`src/design/ffra_pkg.sv`:
```
`default_nettype none

package ffra_pkg;

  localparam int BASE_W = 16;
  localparam int LEN_W  = 17;
  localparam int CAND_W = 18;

  localparam logic OP_ALLOC   = 1'b0;
  localparam logic OP_RELEASE = 1'b1;

  localparam logic [1:0] ST_ALLOC   = 2'd0;
  localparam logic [1:0] ST_NOSPACE = 2'd1;
  localparam logic [1:0] ST_RELEASE = 2'd2;

  typedef struct packed {
    logic              operation;
    logic [2:0]        slot;
    logic [LEN_W-1:0]  length;
  } in_item_t;

  typedef struct packed {
    logic [BASE_W-1:0] base_address;
    logic [1:0]        status;
    logic              table_empty;
  } out_item_t;

  typedef struct packed {
    logic [BASE_W-1:0] base;
    logic [LEN_W-1:0]  length;
  } entry_t;

  typedef struct packed {
    logic load;
    logic cand_low;
    logic cand_issue;
    logic cand_load;
    logic cand_next;
    logic scan_start;
    logic scan_step;
    logic accept;
    logic respond;
  } dp_cmd_t;

  typedef struct packed {
    logic is_release;
    logic slot_ok;
    logic cand_is_low;
    logic cand_live;
    logic cand_done;
    logic pre_pass;
    logic len_zero;
    logic scan_done;
    logic scan_clear;
  } dp_sts_t;

endpackage

`default_nettype wire

```
`src/design/ffra_ram.sv`:
```
`default_nettype none

module ffra_ram #(
  parameter int WIDTH = 8,
  parameter int DEPTH = 8
) (
  input  wire logic                                     clk,
  input  wire logic                                     we,
  input  wire logic [((DEPTH > 1) ? $clog2(DEPTH) : 1)-1:0] waddr,
  input  wire logic [WIDTH-1:0]                         wdata,
  input  wire logic [((DEPTH > 1) ? $clog2(DEPTH) : 1)-1:0] raddr,
  output logic      [WIDTH-1:0]                         rdata
);

  logic [WIDTH-1:0] mem [DEPTH];

  always_ff @(posedge clk) begin
    if (we) begin
      mem[waddr] <= wdata;
    end
    rdata <= mem[raddr];
  end

endmodule

`default_nettype wire

```
`src/design/ffra_ctrl.sv`:
```
`default_nettype none

module ffra_ctrl (
  input  wire logic              clk,
  input  wire logic              rst_n,
  input  wire logic              start,
  output logic                   busy,
  input  wire ffra_pkg::dp_sts_t sts,
  output ffra_pkg::dp_cmd_t      cmd
);
  import ffra_pkg::*;

  typedef enum logic [6:0] {
    S_IDLE  = 7'b0000001,
    S_DISP  = 7'b0000010,
    S_CAND  = 7'b0000100,
    S_CLOAD = 7'b0001000,
    S_PRE   = 7'b0010000,
    S_SCAN  = 7'b0100000,
    S_RESP  = 7'b1000000
  } state_t;

  state_t state_r;
  state_t state_nxt;

  always_comb begin
    cmd       = '0;
    state_nxt = state_r;
    unique case (state_r)
      S_IDLE: begin
        if (start) begin
          cmd.load  = 1'b1;
          state_nxt = S_DISP;
        end
      end
      S_DISP: begin
        if (sts.is_release || !sts.slot_ok) begin
          state_nxt = S_RESP;
        end else begin
          state_nxt = S_CAND;
        end
      end
      S_CAND: begin
        priority if (sts.cand_done) begin
          state_nxt = S_RESP;
        end else if (sts.cand_is_low) begin
          cmd.cand_low = 1'b1;
          state_nxt    = S_PRE;
        end else if (sts.cand_live) begin
          cmd.cand_issue = 1'b1;
          state_nxt      = S_CLOAD;
        end else begin
          cmd.cand_next = 1'b1;
        end
      end
      S_CLOAD: begin
        cmd.cand_load = 1'b1;
        state_nxt     = S_PRE;
      end
      S_PRE: begin
        priority if (!sts.pre_pass) begin
          cmd.cand_next = 1'b1;
          state_nxt     = S_CAND;
        end else if (sts.len_zero) begin
          cmd.accept    = 1'b1;
          cmd.cand_next = 1'b1;
          state_nxt     = S_CAND;
        end else begin
          cmd.scan_start = 1'b1;
          state_nxt      = S_SCAN;
        end
      end
      S_SCAN: begin
        cmd.scan_step = 1'b1;
        if (sts.scan_done) begin
          cmd.accept    = sts.scan_clear;
          cmd.cand_next = 1'b1;
          state_nxt     = S_CAND;
        end
      end
      S_RESP: begin
        cmd.respond = 1'b1;
        state_nxt   = S_IDLE;
      end
      default: begin
        state_nxt = S_IDLE;
      end
    endcase
  end

  always_ff @(posedge clk) begin
    if (!rst_n) begin
      state_r <= S_IDLE;
    end else begin
      state_r <= state_nxt;
    end
  end

  assign busy = (state_r != S_IDLE);

endmodule

`default_nettype wire

```
`src/design/ffra_dp.sv`:
```
`default_nettype none

module ffra_dp #(
  parameter int SLOTS          = 8,
  parameter int MEM_BYTES      = 65536,
  parameter int RESERVED_BASE  = 0,
  parameter int RESERVED_BYTES = 256
) (
  input  wire logic                clk,
  input  wire logic                rst_n,
  input  wire ffra_pkg::in_item_t  in_item,
  input  wire ffra_pkg::dp_cmd_t   cmd,
  output ffra_pkg::dp_sts_t        sts,
  output logic                     out_valid,
  output ffra_pkg::out_item_t      out_item
);
  import ffra_pkg::*;

  localparam int IDX_W = (SLOTS > 1) ? $clog2(SLOTS) : 1;
  localparam int CNT_W = $clog2(SLOTS + 2);
  localparam int MEM_W = $clog2(MEM_BYTES + 1);
  localparam int CMP_W = (MEM_W > CAND_W + 1) ? MEM_W : CAND_W + 1;
  localparam logic [CAND_W-1:0] LOWEST  = CAND_W'(RESERVED_BASE + RESERVED_BYTES);
  localparam logic [CMP_W-1:0]  MEM_LIM = CMP_W'(MEM_BYTES);
  localparam logic [CAND_W-1:0] BASE_MAX = CAND_W'({BASE_W{1'b1}});

  in_item_t          req_r;
  logic [SLOTS-1:0]  valid_r;
  logic [SLOTS-1:0]  valid_nxt;
  logic [CNT_W-1:0]  cand_k_r;
  logic [CNT_W-1:0]  scan_cnt_r;
  logic [CAND_W-1:0] cand_r;
  logic [BASE_W-1:0] best_r;
  logic              found_r;
  logic              overlap_r;
  logic              chk_vld_r;
  logic              out_valid_r;
  out_item_t         out_item_r;

  logic [IDX_W-1:0]  slot_idx;
  logic [CNT_W-1:0]  cand_m1;
  logic [IDX_W-1:0]  cand_idx;
  logic [IDX_W-1:0]  scan_idx;
  logic [IDX_W-1:0]  raddr;
  logic [$bits(entry_t)-1:0] rdata;
  entry_t            rd_ent;
  entry_t            wr_ent;
  logic              we;
  logic              slot_ok;
  logic              is_alloc;
  logic [CAND_W-1:0] e_sum;
  logic [CAND_W-1:0] c_end;
  logic [CMP_W-1:0]  c_ext;
  logic [CMP_W-1:0]  fit_end;
  logic              hit;

  assign slot_idx = IDX_W'(req_r.slot);
  assign slot_ok  = (int'(req_r.slot) < SLOTS);
  assign is_alloc = (req_r.operation == OP_ALLOC);
  assign cand_m1  = cand_k_r - CNT_W'(1);
  assign cand_idx = cand_m1[IDX_W-1:0];
  assign scan_idx = scan_cnt_r[IDX_W-1:0];
  assign raddr    = cmd.cand_issue ? cand_idx : scan_idx;

  assign rd_ent  = entry_t'(rdata);
  assign e_sum   = CAND_W'(rd_ent.base) + CAND_W'(rd_ent.length);
  assign c_end   = cand_r + CAND_W'(req_r.length) - CAND_W'(1);
  assign hit     = chk_vld_r && (cand_r <= e_sum) && (CAND_W'(rd_ent.base) <= c_end);
  assign c_ext   = CMP_W'(cand_r);
  assign fit_end = c_ext + CMP_W'(req_r.length);

  assign we            = cmd.respond && is_alloc && found_r;
  assign wr_ent.base   = best_r;
  assign wr_ent.length = req_r.length;

  ffra_ram #(
    .WIDTH ($bits(entry_t)),
    .DEPTH (SLOTS)
  ) u_ram (
    .clk   (clk),
    .we    (we),
    .waddr (slot_idx),
    .wdata (wr_ent),
    .raddr (raddr),
    .rdata (rdata)
  );

  always_comb begin
    sts.is_release  = (req_r.operation == OP_RELEASE);
    sts.slot_ok     = slot_ok;
    sts.cand_is_low = (cand_k_r == '0);
    sts.cand_live   = valid_r[cand_idx];
    sts.cand_done   = (int'(cand_k_r) == SLOTS + 1);
    sts.pre_pass    = (cand_r >= LOWEST)
                   && (!found_r || (cand_r < CAND_W'(best_r)))
                   && (cand_r <= BASE_MAX)
                   && (c_ext < MEM_LIM)
                   && (fit_end <= MEM_LIM);
    sts.len_zero    = (req_r.length == '0);
    sts.scan_done   = (int'(scan_cnt_r) == SLOTS);
    sts.scan_clear  = !(overlap_r || hit);
  end

  always_comb begin
    valid_nxt = valid_r;
    if (cmd.respond && slot_ok) begin
      if (!is_alloc) begin
        valid_nxt[slot_idx] = 1'b0;
      end else if (found_r) begin
        valid_nxt[slot_idx] = 1'b1;
      end
    end
  end

  always_ff @(posedge clk) begin
    if (cmd.load) begin
      req_r    <= in_item;
      found_r  <= 1'b0;
      cand_k_r <= '0;
    end
    if (cmd.cand_low) begin
      cand_r <= LOWEST;
    end
    if (cmd.cand_load) begin
      cand_r <= e_sum + CAND_W'(1);
    end
    if (cmd.cand_next) begin
      cand_k_r <= cand_k_r + CNT_W'(1);
    end
    if (cmd.scan_start) begin
      scan_cnt_r <= '0;
      overlap_r  <= 1'b0;
      chk_vld_r  <= 1'b0;
    end
    if (cmd.scan_step) begin
      scan_cnt_r <= scan_cnt_r + CNT_W'(1);
      overlap_r  <= overlap_r | hit;
      chk_vld_r  <= (int'(scan_cnt_r) < SLOTS) && valid_r[scan_idx];
    end
    if (cmd.accept) begin
      found_r <= 1'b1;
      best_r  <= cand_r[BASE_W-1:0];
    end
    if (cmd.respond) begin
      out_item_r.table_empty <= (valid_nxt == '0);
      if (!is_alloc) begin
        out_item_r.base_address <= '0;
        out_item_r.status       <= ST_RELEASE;
      end else if (found_r) begin
        out_item_r.base_address <= best_r;
        out_item_r.status       <= ST_ALLOC;
      end else begin
        out_item_r.base_address <= '0;
        out_item_r.status       <= ST_NOSPACE;
      end
    end
  end

  always_ff @(posedge clk) begin
    if (!rst_n) begin
      valid_r     <= '0;
      out_valid_r <= 1'b0;
    end else begin
      valid_r     <= valid_nxt;
      out_valid_r <= cmd.respond;
    end
  end

  assign out_valid = out_valid_r;
  assign out_item  = out_item_r;

endmodule

`default_nettype wire

```
`src/design/first_fit_region_allocator.sv`:
```
// a release answers without a table sweep; an allocate is bounded by the single read
// port of the region table, swept at most once per candidate start that passes the pre-check
// one request at a time: busy stays high from the accepting edge until the result beat
// result beat is a one-cycle out_valid strobe; the receiver cannot stall
// reset: synchronous active-low, clears all slot valid marks and the controller
`default_nettype none

module first_fit_region_allocator #(
  parameter int SLOTS          = 8,
  parameter int MEM_BYTES      = 65536,
  parameter int RESERVED_BASE  = 0,
  parameter int RESERVED_BYTES = 256
) (
  input  wire logic                clk,
  input  wire logic                rst_n,
  input  wire logic                start,
  output logic                     busy,
  input  wire ffra_pkg::in_item_t  in_item,
  output logic                     out_valid,
  output ffra_pkg::out_item_t      out_item
);
  import ffra_pkg::*;

  dp_cmd_t cmd;
  dp_sts_t sts;

  ffra_ctrl u_ctrl (
    .clk   (clk),
    .rst_n (rst_n),
    .start (start),
    .busy  (busy),
    .sts   (sts),
    .cmd   (cmd)
  );

  ffra_dp #(
    .SLOTS          (SLOTS),
    .MEM_BYTES      (MEM_BYTES),
    .RESERVED_BASE  (RESERVED_BASE),
    .RESERVED_BYTES (RESERVED_BYTES)
  ) u_dp (
    .clk       (clk),
    .rst_n     (rst_n),
    .in_item   (in_item),
    .cmd       (cmd),
    .sts       (sts),
    .out_valid (out_valid),
    .out_item  (out_item)
  );

endmodule

`default_nettype wire

```
`config.mk`:
```
export PLATFORM = sky130hd
export DESIGN_NAME = first_fit_region_allocator
export DESIGN_NICKNAME = d
export VERILOG_FILES = /design/src/design/ffra_pkg.sv /design/src/design/ffra_ram.sv /design/src/design/ffra_ctrl.sv /design/src/design/ffra_dp.sv /design/src/design/first_fit_region_allocator.sv
export SDC_FILE = /design/constraint.sdc
export NUM_CORES = 1
export LEC_CHECK = 0
export BUFFER_PORTS_ARGS = -buffer_cell sky130_fd_sc_hd__buf_4
export CAP_MARGIN = 20
export CORE_MARGIN = 4
export CORE_UTILIZATION = 57
export DETAILED_ROUTE_END_ITERATION = 8
export PLACE_DENSITY = 0.73
export SYNTH_ARGS = -nofsm -noshare
export SYNTH_HDL_FRONTEND = slang
export SYNTH_SLANG_ARGS = --single-unit
```
`constraint.sdc`:
```
create_clock -name clk -period 5.6 [get_ports clk]
set_input_delay 1.12 -clock clk [delete_from_list [all_inputs] [get_ports clk]]
set_output_delay 1.12 -clock clk [all_outputs]
set_load 0.05 [all_outputs]
```
==> results.json <==
{
  "nFillCells": 2397,
  "ys_async_sr_fraction": 0,
  "cts.sinks": 398,
  "cpPeakStageDelay_ns": 0.53,
  "drtIter0Drc": 1076,
  "timing.fmax_ghz": 0.195,
  "hpwl_mm": 29.8,
  "r2r-start": "u_dp.req_r[6]",
  "cts_tree": "built",
  "path_cells": "inv_1 -> ha_1 -> inv_1 -> ha_1 -> o21a_1 -> o211a_1 -> o22ai_1 -> o21bai_1 -> a21oi_1 -> o21bai_1 -> a21oi_1 -> xor2_1 -> ha_1 -> and4_1 -> nand3_1 -> o21bai_1 -> a311oi_1 -> a32oi_1 -> a21oi_1 -> a21o_1 -> buf_4",
  "die_w_um": 191,
  "finalHoldViolations": 0,
  "gr-usage-all-layers": 0.246,
  "reg2reg_setup_slack_ns": 0.46,
  "cp_slowest_cell": "edfxtp_1",
  "drv_cap": 0,
  "viasPerCell": 6.13,
  "ctsResizeCount": 0,
  "yosysWarnings": 0,
  "power.internal_mw": 5.13,
  "comb_power_share": 0.042,
  "p_clk_frac": 0.456,
  "overflow": 0,
  "ys_ff_latch": 398,
  "setup_viol": 0,
  "clk_latency_ns": 0.56,
  "drc_errors": 0,
  "multi_input_area_um2": 7200,
  "worstPathArrival_ns": 5.37,
  "synthCells": 1362,
  "grt_pass1_vias": 12000,
  "fin_crit_ns": 5.14,
  "coreArea_um2": 32900,
  "status": "finished clean",
  "synth-edff-count": 348,
  "grt_max_degree": 67,
  "die_h_um": 191,
  "hp-class": "reg -> reg",
  "ios": 45,
  "post_cts_buffers": 0,
  "postPlaceCellArea_um2": 20200,
  "end_kind": "flip-flop",
  "fin_util": 0.662,
  "dp_slack_ns": 0.572,
  "io_buffer_count": 44,
  "hold_path_depth": 2,
  "antenna_left": 0,
  "fin_crit_sh": 0.918,
  "p_per_area_nw_per_um2": 298,
  "antenna_cells": 0,
  "synth-seq-area-share": 0.597,
  "setup_tns_ns": 0,
  "drive_gt1_frac": 0.180,
  "yosys.cell_types.count": 74,
  "path_delay_family": "compound AO/OA/AOI/OAI gates",
  "slew_violations": 0,
  "root_buffer": "clkbuf_16",
  "nets": 1587,
  "die_area_um2": 36600,
  "synth_flop_cell": "edfxtp_1",
  "cts_made_buffers": 41,
  "leakage_nw": 7.97,
  "postSynthAreaPerCell_um2": 14.1,
  "first_pass_iters": 6,
  "r2r-end": "u_dp.best_r[15]",
  "cts_htree_levels": 2,
  "switching_share": 0.209,
  "final_area_um2": 21800,
  "yosys.area.top_type": "edfxtp_1",
  "syn_to_final_growth_pct": 13.4,
  "initial_core_util": 0.584,
  "vias": 11700,
  "yosys-top-cells-area": "edfxtp_1 54%, mux4_2 8.2%, ha_1 7.8%",
  "postLayoutSetupSlackWorst_ns": 0.459,
  "avgRoutedWirePerCell_um": 23.2,
  "setup.worst_path.start_class": "flip-flop",
  "holdBufCountCts": 0,
  "netlist_area_um2": 19200,
  "max_slew_margin": 0.362,
  "required_ns": 5.83,
  "worstHoldEndpoint": "u_ctrl.state_r[6]",
  "clkTransAtPathRegs_ns": 0.06,
  "fin_skew_ns": 0.0212,
  "irDropWorstVdd_mv": 0.294,
  "place_congestion": 0.921,
  "drt-total-wl_mm": 44.4,
  "rows": 66,
  "grt_pass1_wl_mm": 68.5,
  "grt_setup_unrepaired": "no",
  "syn_nets": 1508,
  "critical_path_buf_inv_count": 3,
  "power_switching_mw": 1.36,
  "grt_antenna_before_repair": 0,
  "seqPwrFrac": 0.502,
  "cts_buffer_depth": 3,
  "cp_max_fo": 16,
  "reg2reg_depth": 21,
  "worstMarginPinSlew_ns": 0.955,
  "crit_type": "reg -> reg",
  "min-delay-start": "u_ctrl.state_r[1]",
  "ff_latch_area_um2": 11500,
  "synth.top_cell.area_share": 0.545
}
area by class of cell:
cell class	count	share of cell area
Clock inverter	27	0.0193
Inverter	118	0.0204
Timing Repair Buffer	73	0.0284
Clock buffer	49	0.0490
Multi-Input combinational cell	809	0.331
Tap cell	442	0.0254
Sequential cell	398	0.526
power groups by stage:
stage	clock network [mW]	registers, mW	logic (mW)
floorplan	0	3.30	0.191
finish	2.96	3.26	0.272
detailed placement	0	3.32	0.262
global route	3.14	3.26	0.301
global placement	0	3.32	0.260
CTS	3.01	3.26	0.265
layer usage:
layer  vias to the layer above  track usage  wire length [um]
li1                       5382            -                 -
met1                      5835        0.353             19300
met2                       428        0.388             20500
met5                         -            0                 0
met4                         0       0.0829              1470
met3                       100       0.0411              3220
worst register-to-register path, cell delays in order, from the launching register on:
cell,delay (ns)
edfxtp_1,0.53
inv_1,0.09
ha_1,0.48
inv_1,0.10
ha_1,0.37
o21a_1,0.20
o211a_1,0.20
o22ai_1,0.25
o21bai_1,0.13
a21oi_1,0.24
o21bai_1,0.10
a21oi_1,0.17
xor2_1,0.09
ha_1,0.30
and4_1,0.17
nand3_1,0.10
o21bai_1,0.17
a311oi_1,0.38
a32oi_1,0.11
a21oi_1,0.25
a21o_1,0.16
buf_4,0.25
per-stage QoR:
step	hold WS (ns)	total power [mW]	std cells
final	0.551	6.48	1916
after global routing	0.575	6.70	1916
after CTS	0.550	6.53	1914
after detailed placement	0.537	3.58	1838
after global placement	0.535	3.58	1838
after floorplan	0.471	3.49	1362
registers in the layout (all words and copies together), names as in the netlist:
name / flops
u_dp.out_valid: 1
u_dp.chk_vld_r: 1
u_dp.u_ram.mem: 264
u_dp.scan_cnt_r: 4
u_dp.slot_idx: 3
u_dp.found_r: 1
u_dp.sts: 1
u_dp.overlap_r: 1
u_dp.cand_r: 18
u_ctrl.state_r: 7
u_dp.best_r: 16
u_dp.req_r: 17
u_dp.valid_r: 8
u_dp.u_ram.rdata: 33
u_dp.cand_k_r: 4
u_dp.out_item: 19
cell usage in the layout, fill, tap and decap left out, types with 9 or more instances in the layout:
master     Yosys  final
o21ai_0       33     33
nor2b_1       14     14
o211ai_1      12     12
o21a_1        13     13
buf_4          1     68
nand3_1       32     32
nor2_1        70     69
dfxtp_1       50     50
mux4_2        70     70
a21oi_1       66     66
and2_1        20     20
xnor2_1       25     25
nand4_1       15     15
nand2b_1      18     18
inv_1        118    118
nand2_1       45     45
mux2_2        34     34
edfxtp_1     348    348
nor4_1        19     17
clkbuf_16      0     41
nor3_1        22     18
a21o_1        15     15
a211oi_1      11     11
xor2_1        25     25
ha_1         119    119
bufinv_16      0      9
worst max-delay path by stage:
stage,depth (start not counted),end,start
after global placement,21,u_dp.best_r[3],u_dp.req_r[6]
after floorplan,6,u_dp.u_ram.mem[1][0],u_ctrl.state_r[3]
final,21,u_dp.best_r[15],u_dp.req_r[6]
after CTS,21,u_dp.best_r[15],u_dp.req_r[6]
after global routing,21,u_dp.best_r[15],u_dp.req_r[6]
after detailed placement,21,u_dp.best_r[4],u_dp.req_r[6]
cells in the mapped netlist (6+ instances only):
cell	number
nor2_1	70
mux2i_1	8
nand3_1	32
nor4_1	19
clkbuf_1	24
inv_1	118
a21o_1	15
mux4_2	70
mux2_2	34
xor2_1	25
nor2b_1	14
o21a_1	13
ha_1	119
nand4_1	15
dfxtp_1	50
a211oi_1	11
o21bai_1	6
nor3_1	22
or4_1	6
o211ai_1	12
o21ai_0	33
a21oi_1	66
and3_1	8
a31oi_1	6
edfxtp_1	348
xnor2_1	25
a2111oi_0	7
and2_1	20
nand2_1	45
or3_1	7
nand2b_1	18
cells by family after synthesis:
family / synth area share
XOR/XNOR: 0.0228
multiplexers: 0.106
flip-flops: 0.597
AO/OA/AOI/OAI: 0.0767
adder cells (fa/ha/maj): 0.0808
AND/OR/NAND/NOR: 0.0840
buffers and inverters: 0.0324
No activity file was read; power rests on OpenSTA's default activity.
